===== config.mk =====
export PLATFORM = sky130hd
export DESIGN_NAME = circular_table_interpolator_unit_flat
export DESIGN_NICKNAME = d
export VERILOG_FILES = /design/src/hw/rtl/ctiu_pkg.sv /design/src/hw/rtl/ctiu_if.sv /design/src/hw/rtl/ctiu_table.sv /design/src/hw/rtl/ctiu_div.sv /design/src/hw/rtl/circular_table_interpolator_unit.sv /design/src/flat_wrapper.sv
export SDC_FILE = /design/constraint.sdc
export NUM_CORES = 2
export LEC_CHECK = 0
export BUFFER_PORTS_ARGS = -buffer_cell sky130_fd_sc_hd__buf_4
export CAP_MARGIN = 20
export CORE_MARGIN = 3
export CORE_UTILIZATION = 45
export DETAILED_ROUTE_END_ITERATION = 12
export HOLD_SLACK_MARGIN = 0.06
export PLACE_DENSITY = 0.72
export SYNTH_ARGS = -nofsm -noshare
export SYNTH_HDL_FRONTEND = slang
export SYNTH_SLANG_ARGS = --single-unit
export TNS_END_PERCENT = 50

===== constraint.sdc =====
create_clock -name clk -period 7.4 [get_ports clk]
set_clock_uncertainty 0.05 [all_clocks]
set_input_delay 1.48 -clock clk [delete_from_list [all_inputs] [get_ports clk]]
set_output_delay 1.48 -clock clk [all_outputs]
set_load 0.05 [all_outputs]

===== src/hw/rtl/ctiu_pkg.sv =====
`timescale 1ns / 1ps
`default_nettype none

package ctiu_pkg;

  // field widths of the request and result items
  localparam int POS_W     = 12;
  localparam int CUR_W     = 16;
  localparam int IDX_W     = 5;
  localparam int CFG_CNT_W = 6;

  // configuration port
  localparam int APB_AW = 3;
  localparam int APB_DW = 32;

  // request function codes
  localparam logic FUNC_LOAD  = 1'b0;
  localparam logic FUNC_QUERY = 1'b1;

  // register word index, taken from paddr[APB_AW-1]
  localparam logic REG_POINTS_IN_USE = 1'b0;

  typedef logic [POS_W-1:0]        pos_t;
  typedef logic signed [CUR_W-1:0] cur_t;

  localparam cur_t CUR_MAX = 16'sh7FFF;
  localparam cur_t CUR_MIN = 16'sh8000;

  // one table point
  typedef struct packed {
    pos_t pos;
    cur_t cur;
  } entry_t;

endpackage

`default_nettype wire


===== src/hw/rtl/ctiu_if.sv =====
`timescale 1ns / 1ps
`default_nettype none

// request channel: load a table point or query a position
interface ctiu_req_if;
  import ctiu_pkg::*;

  logic             valid;
  logic             ready;
  logic             func;
  logic [IDX_W-1:0] entry_index;
  pos_t             entry_position;
  cur_t             entry_current;
  pos_t             query_position;

  modport source (
    output valid, func, entry_index, entry_position, entry_current, query_position,
    input  ready
  );

  modport sink (
    input  valid, func, entry_index, entry_position, entry_current, query_position,
    output ready
  );
endinterface

// result channel: interpolated compensation current
interface ctiu_rsp_if;
  import ctiu_pkg::*;

  logic valid;
  logic ready;
  cur_t comp_current;

  modport source (
    output valid, comp_current,
    input  ready
  );

  modport sink (
    input  valid, comp_current,
    output ready
  );
endinterface

`default_nettype wire


===== src/hw/rtl/ctiu_table.sv =====
`timescale 1ns / 1ps
`default_nettype none

module ctiu_table #(
  parameter int DEPTH = 32
) (
  input  logic                       clk,
  input  logic                       wr_en,
  input  logic [$clog2(DEPTH)-1:0]   wr_addr,
  input  ctiu_pkg::entry_t           wr_data,
  input  logic [$clog2(DEPTH)-1:0]   rd_addr,
  output ctiu_pkg::entry_t           rd_data
);
  import ctiu_pkg::*;

  entry_t mem [DEPTH];

  // single write port
  always_ff @(posedge clk) begin
    if (wr_en) begin
      mem[wr_addr] <= wr_data;
    end
  end

  // registered read port
  always_ff @(posedge clk) begin
    rd_data <= mem[rd_addr];
  end

endmodule

`default_nettype wire


===== src/hw/rtl/ctiu_div.sv =====
`timescale 1ns / 1ps
`default_nettype none

module ctiu_div #(
  parameter int N_W = 31,
  parameter int D_W = 13
) (
  input  logic           clk,
  input  logic           rst,
  input  logic           start,
  input  logic [N_W-1:0] dividend,
  input  logic [D_W-1:0] divisor,
  output logic [N_W-1:0] quotient,
  output logic           done
);

  localparam int CNT_W = $clog2(N_W + 1);

  logic [N_W-1:0]   dvd;
  logic [D_W-1:0]   rem;
  logic [D_W-1:0]   dsr;
  logic [CNT_W-1:0] cnt;
  logic             busy;
  logic [D_W:0]     shifted;
  logic [D_W:0]     trial;
  logic             take;

  // one restoring step: bring down the next dividend bit, try the subtract
  always_comb begin
    shifted = {rem, dvd[N_W-1]};
    trial   = shifted - {1'b0, dsr};
    take    = (shifted >= {1'b0, dsr});
  end

  // one quotient bit per cycle, quotient shifts into the dividend register
  always_ff @(posedge clk) begin
    if (rst) begin
      busy <= 1'b0;
      done <= 1'b0;
    end else begin
      done <= !start && busy && (cnt == CNT_W'(1));
      if (start) begin
        dvd  <= dividend;
        dsr  <= divisor;
        rem  <= '0;
        cnt  <= CNT_W'(N_W);
        busy <= 1'b1;
      end else if (busy) begin
        rem <= take ? trial[D_W-1:0] : shifted[D_W-1:0];
        dvd <= {dvd[N_W-2:0], take};
        cnt <= cnt - CNT_W'(1);
        if (cnt == CNT_W'(1)) begin
          busy <= 1'b0;
        end
      end
    end
  end

  assign quotient = dvd;

endmodule

`default_nettype wire


===== src/hw/rtl/circular_table_interpolator_unit.sv =====
`timescale 1ns / 1ps
`default_nettype none

// channel   direction  handshake       payload
// req       in         valid / ready   func, entry_index, entry_position,
//                                      entry_current, query_position
// rsp       out        valid / ready   comp_current
// apb       in         psel / penable  points_in_use at word 0
//
// a load request writes the table in its accept cycle
// a query reads one table point per cycle, then runs one multiply and a restoring
// divide of PROD_W quotient bits, one a cycle; with no points in use the result is
// zero, and with one point it is that point's current, with no multiply or divide
// reset clears the sequencer, the divider, the result valid flag and points_in_use only
// a result waits in the output register; a stalled result holds off the next one

module circular_table_interpolator_unit #(
  parameter int TABLE_DEPTH    = 32,
  parameter int COUNTS_PER_REV = 4096
) (
  input  logic                          clk,
  input  logic                          rst,
  input  logic                          psel,
  input  logic                          penable,
  input  logic                          pwrite,
  input  logic [ctiu_pkg::APB_AW-1:0]   paddr,
  input  logic [ctiu_pkg::APB_DW-1:0]   pwdata,
  output logic [ctiu_pkg::APB_DW-1:0]   prdata,
  output logic                          pready,
  ctiu_req_if.sink                      req,
  ctiu_rsp_if.source                    rsp
);
  import ctiu_pkg::*;

  localparam int AW     = $clog2(TABLE_DEPTH);
  localparam int CW     = $clog2(TABLE_DEPTH + 1);
  localparam int NW     = (CW > CFG_CNT_W) ? CW : CFG_CNT_W;
  localparam int IW     = (AW > IDX_W) ? AW : IDX_W;
  localparam int OFF_W  = $clog2(COUNTS_PER_REV + (2 ** POS_W)) + 1;
  localparam int DLT_W  = CUR_W + 1;
  localparam int PROD_W = DLT_W + OFF_W;
  localparam int SUM_W  = PROD_W + 2;
  localparam int DSR_W  = OFF_W - 1;

  localparam logic signed [OFF_W-1:0] CPR_S  = OFF_W'(COUNTS_PER_REV);
  localparam logic signed [SUM_W-1:0] SAT_HI = SUM_W'(CUR_MAX);
  localparam logic signed [SUM_W-1:0] SAT_LO = SUM_W'(CUR_MIN);

  typedef enum logic [2:0] {
    S_IDLE,
    S_FIRST,
    S_SCAN,
    S_WRAP,
    S_MUL,
    S_DIV_GO,
    S_DIV_WAIT,
    S_PUSH
  } state_t;

  state_t                     state;
  logic [CFG_CNT_W-1:0]       points_in_use;
  pos_t                       q_r;
  logic [NW-1:0]              n_last_r;
  logic [AW-1:0]              k_r;
  entry_t                     first_r;
  entry_t                     prev_r;
  cur_t                       left_r;
  logic signed [DLT_W-1:0]    delta_r;
  logic signed [OFF_W-1:0]    off_r;
  logic signed [OFF_W-1:0]    span_r;
  logic signed [PROD_W-1:0]   prod_r;
  cur_t                       res_r;
  logic                       out_valid_r;
  cur_t                       out_cur_r;

  logic                       cfg_wr;
  logic [NW-1:0]              n_ext;
  logic [NW-1:0]              n_eff;
  logic [IW-1:0]              idx_ext;
  logic                       tbl_wr_en;
  logic [AW-1:0]              rd_addr;
  entry_t                     rd_data;

  logic signed [OFF_W-1:0]    q_s;
  logic signed [OFF_W-1:0]    rd_pos_s;
  logic signed [OFF_W-1:0]    prev_pos_s;
  logic signed [OFF_W-1:0]    first_pos_s;
  logic                       inner_hit;
  logic                       is_last;
  logic signed [DLT_W-1:0]    inner_delta;
  logic                       wrap_hit;
  logic signed [OFF_W-1:0]    qe_s;
  logic signed [OFF_W-1:0]    wrap_off;
  logic signed [OFF_W-1:0]    wrap_span;
  logic                       span_pos;
  logic signed [DLT_W-1:0]    wrap_delta;

  logic                       div_start;
  logic                       div_done;
  logic [PROD_W-1:0]          div_mag;
  logic [PROD_W-1:0]          quo;
  logic signed [PROD_W:0]     frac;
  logic signed [SUM_W-1:0]    sum;
  cur_t                       sat;

  // configuration register, byte offset bits ignored
  assign cfg_wr = psel && penable && pwrite && pready;
  assign pready = 1'b1;

  always_ff @(posedge clk) begin
    if (rst) begin
      points_in_use <= '0;
    end else if (cfg_wr && (paddr[APB_AW-1] == REG_POINTS_IN_USE)) begin
      points_in_use <= pwdata[CFG_CNT_W-1:0];
    end
  end

  assign prdata = (paddr[APB_AW-1] == REG_POINTS_IN_USE) ? APB_DW'(points_in_use) : '0;

  // point count limited to the table depth
  always_comb begin
    n_ext = NW'(points_in_use);
    n_eff = (n_ext > NW'(TABLE_DEPTH)) ? NW'(TABLE_DEPTH) : n_ext;
  end

  // table write on a load request, out-of-range slots dropped
  assign idx_ext   = IW'(req.entry_index);
  assign tbl_wr_en = (state == S_IDLE) && req.valid && (req.func == FUNC_LOAD) &&
                     (int'(req.entry_index) < TABLE_DEPTH);

  // read address: slot 0 while idle, then one slot ahead of the scan
  always_comb begin
    if (state == S_SCAN) begin
      rd_addr = k_r + AW'(1);
    end else if (state == S_FIRST) begin
      rd_addr = AW'(1);
    end else begin
      rd_addr = '0;
    end
  end

  ctiu_table #(
    .DEPTH (TABLE_DEPTH)
  ) u_table (
    .clk     (clk),
    .wr_en   (tbl_wr_en),
    .wr_addr (idx_ext[AW-1:0]),
    .wr_data ({req.entry_position, req.entry_current}),
    .rd_addr (rd_addr),
    .rd_data (rd_data)
  );

  // inner segment test between the previous point and the one just read
  always_comb begin
    q_s         = $signed({{(OFF_W-POS_W){1'b0}}, q_r});
    rd_pos_s    = $signed({{(OFF_W-POS_W){1'b0}}, rd_data.pos});
    prev_pos_s  = $signed({{(OFF_W-POS_W){1'b0}}, prev_r.pos});
    first_pos_s = $signed({{(OFF_W-POS_W){1'b0}}, first_r.pos});
    inner_hit   = (q_r >= prev_r.pos) && (q_r < rd_data.pos);
    is_last     = (NW'(k_r) == n_last_r);
    inner_delta = $signed({rd_data.cur[CUR_W-1], rd_data.cur}) -
                  $signed({prev_r.cur[CUR_W-1], prev_r.cur});
  end

  // wrap segment from the last point back to slot 0
  always_comb begin
    wrap_hit   = (q_r >= prev_r.pos) || (q_r < first_r.pos);
    qe_s       = (q_r < first_r.pos) ? (q_s + CPR_S) : q_s;
    wrap_off   = qe_s - prev_pos_s;
    wrap_span  = first_pos_s + CPR_S - prev_pos_s;
    span_pos   = !wrap_span[OFF_W-1] && (wrap_span != '0);
    wrap_delta = $signed({first_r.cur[CUR_W-1], first_r.cur}) -
                 $signed({prev_r.cur[CUR_W-1], prev_r.cur});
  end

  // divider on magnitudes, sign restored afterwards
  assign div_start = (state == S_DIV_GO);
  assign div_mag   = prod_r[PROD_W-1] ? PROD_W'(-prod_r) : PROD_W'(prod_r);

  ctiu_div #(
    .N_W (PROD_W),
    .D_W (DSR_W)
  ) u_div (
    .clk      (clk),
    .rst      (rst),
    .start    (div_start),
    .dividend (div_mag),
    .divisor  (span_r[DSR_W-1:0]),
    .quotient (quo),
    .done     (div_done)
  );

  // left point plus truncated fraction, saturated to the current range
  always_comb begin
    frac = prod_r[PROD_W-1] ? -$signed({1'b0, quo}) : $signed({1'b0, quo});
    sum  = $signed({{(SUM_W-CUR_W){left_r[CUR_W-1]}}, left_r}) + $signed({frac[PROD_W], frac});
    if (sum > SAT_HI) begin
      sat = CUR_MAX;
    end else if (sum < SAT_LO) begin
      sat = CUR_MIN;
    end else begin
      sat = sum[CUR_W-1:0];
    end
  end

  // sequencer
  always_ff @(posedge clk) begin
    if (rst) begin
      state       <= S_IDLE;
      out_valid_r <= 1'b0;
    end else begin
      if (out_valid_r && rsp.ready && (state != S_PUSH)) begin
        out_valid_r <= 1'b0;
      end
      unique case (state)
        S_IDLE: begin
          if (req.valid && (req.func == FUNC_QUERY)) begin
            q_r      <= req.query_position;
            n_last_r <= n_eff - NW'(1);
            if (n_eff == '0) begin
              res_r <= '0;
              state <= S_PUSH;
            end else begin
              state <= S_FIRST;
            end
          end
        end
        S_FIRST: begin
          first_r <= rd_data;
          prev_r  <= rd_data;
          k_r     <= AW'(1);
          if (n_last_r == '0) begin
            res_r <= rd_data.cur;
            state <= S_PUSH;
          end else begin
            state <= S_SCAN;
          end
        end
        S_SCAN: begin
          if (inner_hit) begin
            left_r  <= prev_r.cur;
            delta_r <= inner_delta;
            off_r   <= q_s - prev_pos_s;
            span_r  <= rd_pos_s - prev_pos_s;
            state   <= S_MUL;
          end else begin
            prev_r <= rd_data;
            k_r    <= k_r + AW'(1);
            if (is_last) begin
              state <= S_WRAP;
            end
          end
        end
        S_WRAP: begin
          if (!wrap_hit) begin
            res_r <= '0;
            state <= S_PUSH;
          end else if (!span_pos) begin
            res_r <= prev_r.cur;
            state <= S_PUSH;
          end else begin
            left_r  <= prev_r.cur;
            delta_r <= wrap_delta;
            off_r   <= wrap_off;
            span_r  <= wrap_span;
            state   <= S_MUL;
          end
        end
        S_MUL: begin
          prod_r <= delta_r * off_r;
          state  <= S_DIV_GO;
        end
        S_DIV_GO: begin
          state <= S_DIV_WAIT;
        end
        S_DIV_WAIT: begin
          if (div_done) begin
            res_r <= sat;
            state <= S_PUSH;
          end
        end
        S_PUSH: begin
          if (!out_valid_r || rsp.ready) begin
            out_valid_r <= 1'b1;
            out_cur_r   <= res_r;
            state       <= S_IDLE;
          end
        end
        default: begin
          state <= S_IDLE;
        end
      endcase
    end
  end

  assign req.ready        = (state == S_IDLE);
  assign rsp.valid        = out_valid_r;
  assign rsp.comp_current = out_cur_r;

endmodule

`default_nettype wire


===== src/flat_wrapper.sv =====
// flat-port wrapper written by rule: the top's interface ports become plain ports
module circular_table_interpolator_unit_flat import ctiu_pkg::*;
#(
  parameter int TABLE_DEPTH    = 32,
  parameter int COUNTS_PER_REV = 4096
)
  (clk, rst, psel, penable, pwrite, paddr, pwdata, prdata, pready, req_valid, req_func, req_entry_index, req_entry_position, req_entry_current, req_query_position, req_ready, rsp_valid, rsp_comp_current, rsp_ready);
  ctiu_req_if req_i ();
  ctiu_rsp_if rsp_i ();
  input  logic clk;
  input  logic rst;
  input  logic psel;
  input  logic penable;
  input  logic pwrite;
  input  logic [ctiu_pkg::APB_AW-1:0] paddr;
  input  logic [ctiu_pkg::APB_DW-1:0] pwdata;
  output logic [ctiu_pkg::APB_DW-1:0] prdata;
  output logic pready;
  input wire logic [$bits(req_i.valid)-1:0] req_valid;
  input wire logic [$bits(req_i.func)-1:0] req_func;
  input wire logic [$bits(req_i.entry_index)-1:0] req_entry_index;
  input wire logic [$bits(req_i.entry_position)-1:0] req_entry_position;
  input wire logic [$bits(req_i.entry_current)-1:0] req_entry_current;
  input wire logic [$bits(req_i.query_position)-1:0] req_query_position;
  output wire logic [$bits(req_i.ready)-1:0] req_ready;
  output wire logic [$bits(rsp_i.valid)-1:0] rsp_valid;
  output wire logic [$bits(rsp_i.comp_current)-1:0] rsp_comp_current;
  input wire logic [$bits(rsp_i.ready)-1:0] rsp_ready;
  assign req_i.valid = req_valid;
  assign req_i.func = req_func;
  assign req_i.entry_index = req_entry_index;
  assign req_i.entry_position = req_entry_position;
  assign req_i.entry_current = req_entry_current;
  assign req_i.query_position = req_query_position;
  assign req_ready = req_i.ready;
  assign rsp_valid = rsp_i.valid;
  assign rsp_comp_current = rsp_i.comp_current;
  assign rsp_i.ready = rsp_ready;
  circular_table_interpolator_unit #(.TABLE_DEPTH(TABLE_DEPTH), .COUNTS_PER_REV(COUNTS_PER_REV)) u_core (.clk(clk), .rst(rst), .psel(psel), .penable(penable), .pwrite(pwrite), .paddr(paddr), .pwdata(pwdata), .prdata(prdata), .pready(pready), .req(req_i), .rsp(rsp_i));
endmodule

======== Word-level counts from Yosys, hierarchy flattened ========
Memory sizes are Yosys's and may differ from the RTL's. A register that Yosys moved wholly into a read port is not among the register bits.
Cells that the tools add are included.
operators by class
  $add $sub $neg .......................... 15
  multipliers ............................. 1
  order comparisons ....................... 7
  eq/ne operators ......................... 21
  mux-type cells .......................... 59
  bitwise gates (word level) .............. 3
  reductions and logical operators ........ 35
operators by type and width
  operator                                                                            number
  16-bit two-way mux                                                                  11
  31-bit two-way mux                                                                  3
  13-bit two-way mux                                                                  5
  16-bit case mux with 4 select lines                                                 1
  14-bit two-way mux                                                                  4
  28-bit case mux with 2 select lines                                                 1
  17-bit two-way mux                                                                  3
  17-bit case mux with 2 select lines                                                 1
  16-bit by 16-bit subtractor with 17-bit output                                      2
  16-bit by 32-bit adder with 33-bit output                                           1
  33-bit by 16-bit greater-than comparator with 1-bit output (second input constant)  1
  33-bit by 16-bit less-than comparator with 1-bit output (second input constant)     1
  32-bit two-way mux                                                                  1
  31-bit negator with 32-bit output                                                   1
  16-bit case mux with 2 select lines                                                 1
  17-bit by 14-bit multiplier with 31-bit output                                      1
  31-bit negator                                                                      1
  12-bit by 13-bit adder with 14-bit output (second input constant)                   2
  28-bit two-way mux                                                                  1
  14-bit case mux with 2 select lines                                                 1
  14-bit by 13-bit subtractor with 14-bit output                                      2
  13-bit case mux with 2 select lines                                                 1
  12-bit by 12-bit subtractor with 13-bit output                                      2
  12-bit less-than comparator                                                         2
  other kinds (37)                                                                    91
storage, ports and cells
  register bits ........................... 276
  bits in writable memories ............... 896
  input bits .............................. 88
  output and inout bits ................... 51
  logic and storage cells ................. 165
  memories ................................ 1
memory list
  memory              depth  width  read ports  clocked after Yosys merged registers in  wr ports  RTL line          text
  u_core.u_table.mem  32     28     1           1                                        1         ctiu_table.sv:16  entry_t mem [DEPTH];

======== Depth between registers and ports, before layout ========
  word-level depth ........................ 8
  gate-level depth with buffers ........... 25
  mapped depth without buffers ............ 25

======== Modules after synthesis ========
A second synthesis with hierarchy kept.
unflattened totals
  cell total of the unflattened synthesis .. 4551
  area, all modules ....................... 61457.7 sq um
modules (own cells, without submodules)
  module                            instances  cells each  area each (sq um)  sequential area each (sq um)
  ctiu_table                        1          1984        35447.7            27466.3
  circular_table_interpolator_unit  1          2312        22689.3            6266.0
  ctiu_div                          1          255         3320.7             1901.8

======== Worst setup path before layout ========
Ideal clock, no wire load.
  path type ............................... register -> register
  from .................................... reg u_core.prev_r (netlist bit u_core.prev_pos_s[0])
  to ...................................... reg u_core.delta_r[0] (enable)
  setup time .............................. 0.552 ns
  arrival time ............................ 6.330 ns
  path slack .............................. 0.468 ns
  cell stages (with the launch flop) ...... 13
  path buffers ............................ 0
  cell sequence ........................... edfxtp_1 > ha_1 > fa_1 > nor2b_1 > o21ai_0 > a21boi_0 > o31a_1 > o2111ai_1 > a21oi_1 > nor3_1 > nand4_1 > o211ai_1 > nor3_1
on the way
  longest elaborated chain between the ends .. 5
RTL lines
  element                                                            RTL line                                 text
  start: declaration                                                 circular_table_interpolator_unit.sv:66   entry_t prev_r;
  start signal: assignment                                           circular_table_interpolator_unit.sv:230  prev_r <= rd_data;
  start signal: assignment                                           circular_table_interpolator_unit.sv:247  prev_r <= rd_data;
  14-bit by 13-bit subtractor with 14-bit output                     circular_table_interpolator_unit.sv:170  wrap_span = first_pos_s + CPR_S - prev_pos_s;
  14-bit nonzero test / 1-bit zero test (equally long branches)      circular_table_interpolator_unit.sv:171  span_pos = !wrap_span[OFF_W-1] && (wrap_span != '0);
  1-bit logical AND                                                  circular_table_interpolator_unit.sv:171
  2-bit by 1-bit inequality test with 1-bit output (no source line)  --
  5-bit AND reduction (no source line) (*)                           --
  end signal: assignment                                             circular_table_interpolator_unit.sv:242  delta_r <= inner_delta;
  end signal: assignment                                             circular_table_interpolator_unit.sv:263  delta_r <= wrap_delta;
  end: declaration                                                   circular_table_interpolator_unit.sv:68   logic signed [DLT_W-1:0] delta_r;
Mark *: on every way between the ends. The rest lies on a longest branch, timed or not.
A chain may end at the register's enable or synchronous reset.

======== Worst setup path after layout ========
  from .................................... reg u_core.delta_r[8]
  to ...................................... reg u_core.prod_r[29], data pin
on the way
  longest elaborated chain between the ends .. 1
RTL lines
  element                                         RTL line                                 text
  17-bit by 14-bit multiplier with 31-bit output  circular_table_interpolator_unit.sv:270  prod_r <= delta_r * off_r;
  end signal: assignment                          circular_table_interpolator_unit.sv:270
  end: declaration                                circular_table_interpolator_unit.sv:71   logic signed [PROD_W-1:0] prod_r;
No other way between the ends.

==> metrics.csv <==
metric,value,unit
critical path data required time,7.77,ns
Port Buffers,83,
Vias/cell,5.65,
pin count of the biggest net entering global routing,147,
Final period util,0.930,
clk_lat worst skew,0.73,ns
synthesized area,0.0607,mm²
fmax,0.145,GHz
Synth top area share,0.574,
CP endpoint kind,flip-flop,
CP max-delay cell,edfxtp_1,
"EDFF count, synth",1160,
worst-path fanout max,14,
Cells after Synth,4331,
drc violations,0,
min cycle time layout,6.89,ns
Setup Viol. Count Final,0,
Nets,4958,
worst path buffer plus inverter count,5,
Routed wire per std cell,22.4,µm
CP peak stage delay,0.80,ns
"Seq/Total Area, Yosys",0.587,
ANT nets after route,0,
Max-cap violations,0,
status,completed,
Slew @ Worst Pin,1.07,ns
main area contributors after synthesis,"edfxtp_1, mux4_2, fa_1",
crit-path most repeated cell,fa_1,
DRT Pass-1 Iters,6,
Fin. Hold Viols,0,
setup TNS,0,ns
first-pass GRT wire length,214,mm
initial antenna violation count,11,
# rows,134,
asr flop ratio synth,0,
CTS tree,yes,
worst path cell trace,nand2_1 -> fa_1 -> fa_1 -> inv_1 -> fa_1 -> inv_1 -> fa_1 -> inv_1 -> fa_1 -> inv_1 -> fa_1 -> inv_1 -> ha_1 -> nand4_1 -> nor2_1 -> nand2_1 -> o21ai_0 -> a31oi_1 -> a311oi_1 -> nor4b_1 -> o41ai_1 -> a21oi_1 -> xnor2_1,
CTS sink count,1200,
Worst Hold Class,reg2reg,
"CP delay by family, top",adder cells,
clock root buffer,clkbuf_16,
GRT Total Usage,0.202,
area added between synthesis and finish,11.3,%
# H-tree levels,3,
RSZ-0062 raised after global routing,false,
TritonCTS Buffers,112,
grt ovf,0,
share of cells above drive strength 1,0.141,
HPWL Detailed,89.7,mm
Die W,373,µm
arrival time at the worst endpoint,7.26,ns
Longest Clk Path Bufs,3,
initial drt markers,3349,
slew margin rel.,0.285,
Synth area leader,edfxtp_1,
R2R Setup Slk,0.51,ns
Setup Buffers After CTS,0,
Total Wirelength,141,mm
type of the worst setup path,reg2reg,
Yosys reg bits,1200,
final hold slack,0.322,ns
Final Max Slew Viols,0,
Starting Density,0.454,
Startpoint Class,flip-flop,
Mean Syn Cell Area,14.0,µm²
Netlist cell types,87,
Fillers,10900,
Die ar.,0.139,mm²
RD Place Congestion,0.896,
vias,35600,
num ports,139,
number of global-route vias before repair,36000,
CTS clock-pin slew for the worst setup and hold paths,0.06,ns
synth warn,0,
Core Box Area,0.134,mm²
Post-CTS Resized,0,
Die Ht,373,µm
Hold Buf Count CTS,0,
ys flop type,edfxtp_1,
cells in the final DEF (no fill, tap or decap), drive strengths merged, types with 27 or more instances in the layout:
cell type	synthesis	final
a21oi	119	119
mux4	224	224
inv	380	389
conb	2	27
xnor2	100	100
nor2	133	133
clkinv	1	46
ha	200	200
nand2	554	554
nor2b	30	30
edfxtp	1160	1160
xor2	63	63
and2	128	128
nand3	185	185
fa	237	237
o21ai	162	162
clkbuf	135	134
dfxtp	40	40
a21o	30	30
nand2b	38	38
nor3	38	38
buf	64	162
metal layers:
layer | up-vias | global-route usage | wire length (µm)
met5 | - | 0 | 69
met4 | 12 | 0.0717 | 4910
met3 | 284 | 0.0493 | 12400
met2 | 1372 | 0.330 | 68200
met1 | 18100 | 0.264 | 55800
li1 | 15900 | - | -
metrics by stage:
stage | cell area, µm² | cells | util | setup WS, ns
3_5_place_dp | 63700 | 6085 | 0.477 | 0.573
2_1_floorplan | 60800 | 4356 | - | 0.468
5_1_grt | 67600 | 6300 | 0.506 | 0.0643
6_report | 67600 | 6304 | 0.506 | 0.514
3_3_place_gp | 63700 | 6085 | 0.477 | 0.673
4_1_cts | 67600 | 6298 | 0.506 | 0.504
layout make-up:
cell class	count	area (µm²)	area share
antenna	4	10.0	0.000148
clock buffer	134	2890	0.0427
clock inverter	79	976	0.0144
inverter	381	1430	0.0212
multi-input combinational	2576	23200	0.343
sequential	1200	35600	0.527
tap	1768	2210	0.0327
timing repair buffer	162	1260	0.0186
synth_stat cells, types with 63 or more instances:
master	instances
mux4_2	224
clkbuf_1	135
nand3_1	184
and2_1	128
fa_1	237
nand2_1	553
xor2_1	63
o21ai_0	153
nor2_1	133
xnor2_1	100
a21oi_1	117
edfxtp_1	1160
ha_1	200
inv_1	380
logic make-up (layout without fill, tap and decap cells):
| logic type | count (synthesis) | count (layout) | synth area share |
|---|---|---|---|
| multiplexers | 235 | 235 | 0.0849 |
| other | 2 | 31 | 0.000124 |
| XOR/XNOR | 163 | 163 | 0.0235 |
| AND/OR/NAND/NOR | 1213 | 1213 | 0.0940 |
| flip-flops | 1200 | 1200 | 0.587 |
| adder cells (fa/ha/maj) | 437 | 437 | 0.119 |
| AO/OA/AOI/OAI | 501 | 501 | 0.0531 |
| buffers and inverters | 580 | 756 | 0.0380 |
final timing paths:
check | from | to | depth (start not counted)
worst max register to register | u_core.delta_r[8]$_DFFE_PP_ | u_core.prod_r[29]$_DFFE_PP_ | 23
worst min register to register | u_core.span_r[3]$_DFFE_PP_ | u_core.u_div.dsr[3]$_DFFE_PP_ | 0
worst min-delay path | u_core.span_r[3]$_DFFE_PP_ | u_core.u_div.dsr[3]$_DFFE_PP_ | 0
worst max-delay path | u_core.delta_r[8]$_DFFE_PP_ | u_core.prod_r[29]$_DFFE_PP_ | 23
state kept, by name (all words and copies together) (netlist names), 6 cells and up:
signal and count:
u_core.u_div.dsr 13, u_core.rsp.comp_current 16, u_core.n_last_r 6, u_core.span_r 13, u_core.u_div.quotient 31, u_core.first_pos_s 12, u_core.left_r 16, u_core.n_ext 6
u_core.u_table.rd_data 28, u_core.res_r 16, u_core.u_table.mem 896, u_core.delta_r 17, u_core.off_r 14, u_core.prod_r 31, u_core.prev_pos_s 12, u_core.q_r 12
u_core.u_div.rem 13, u_core.prev_r 16, u_core.first_r 16
Power is not shown: default switching activity piles up to over one toggle a cycle in this logic, so the estimate is an artifact.
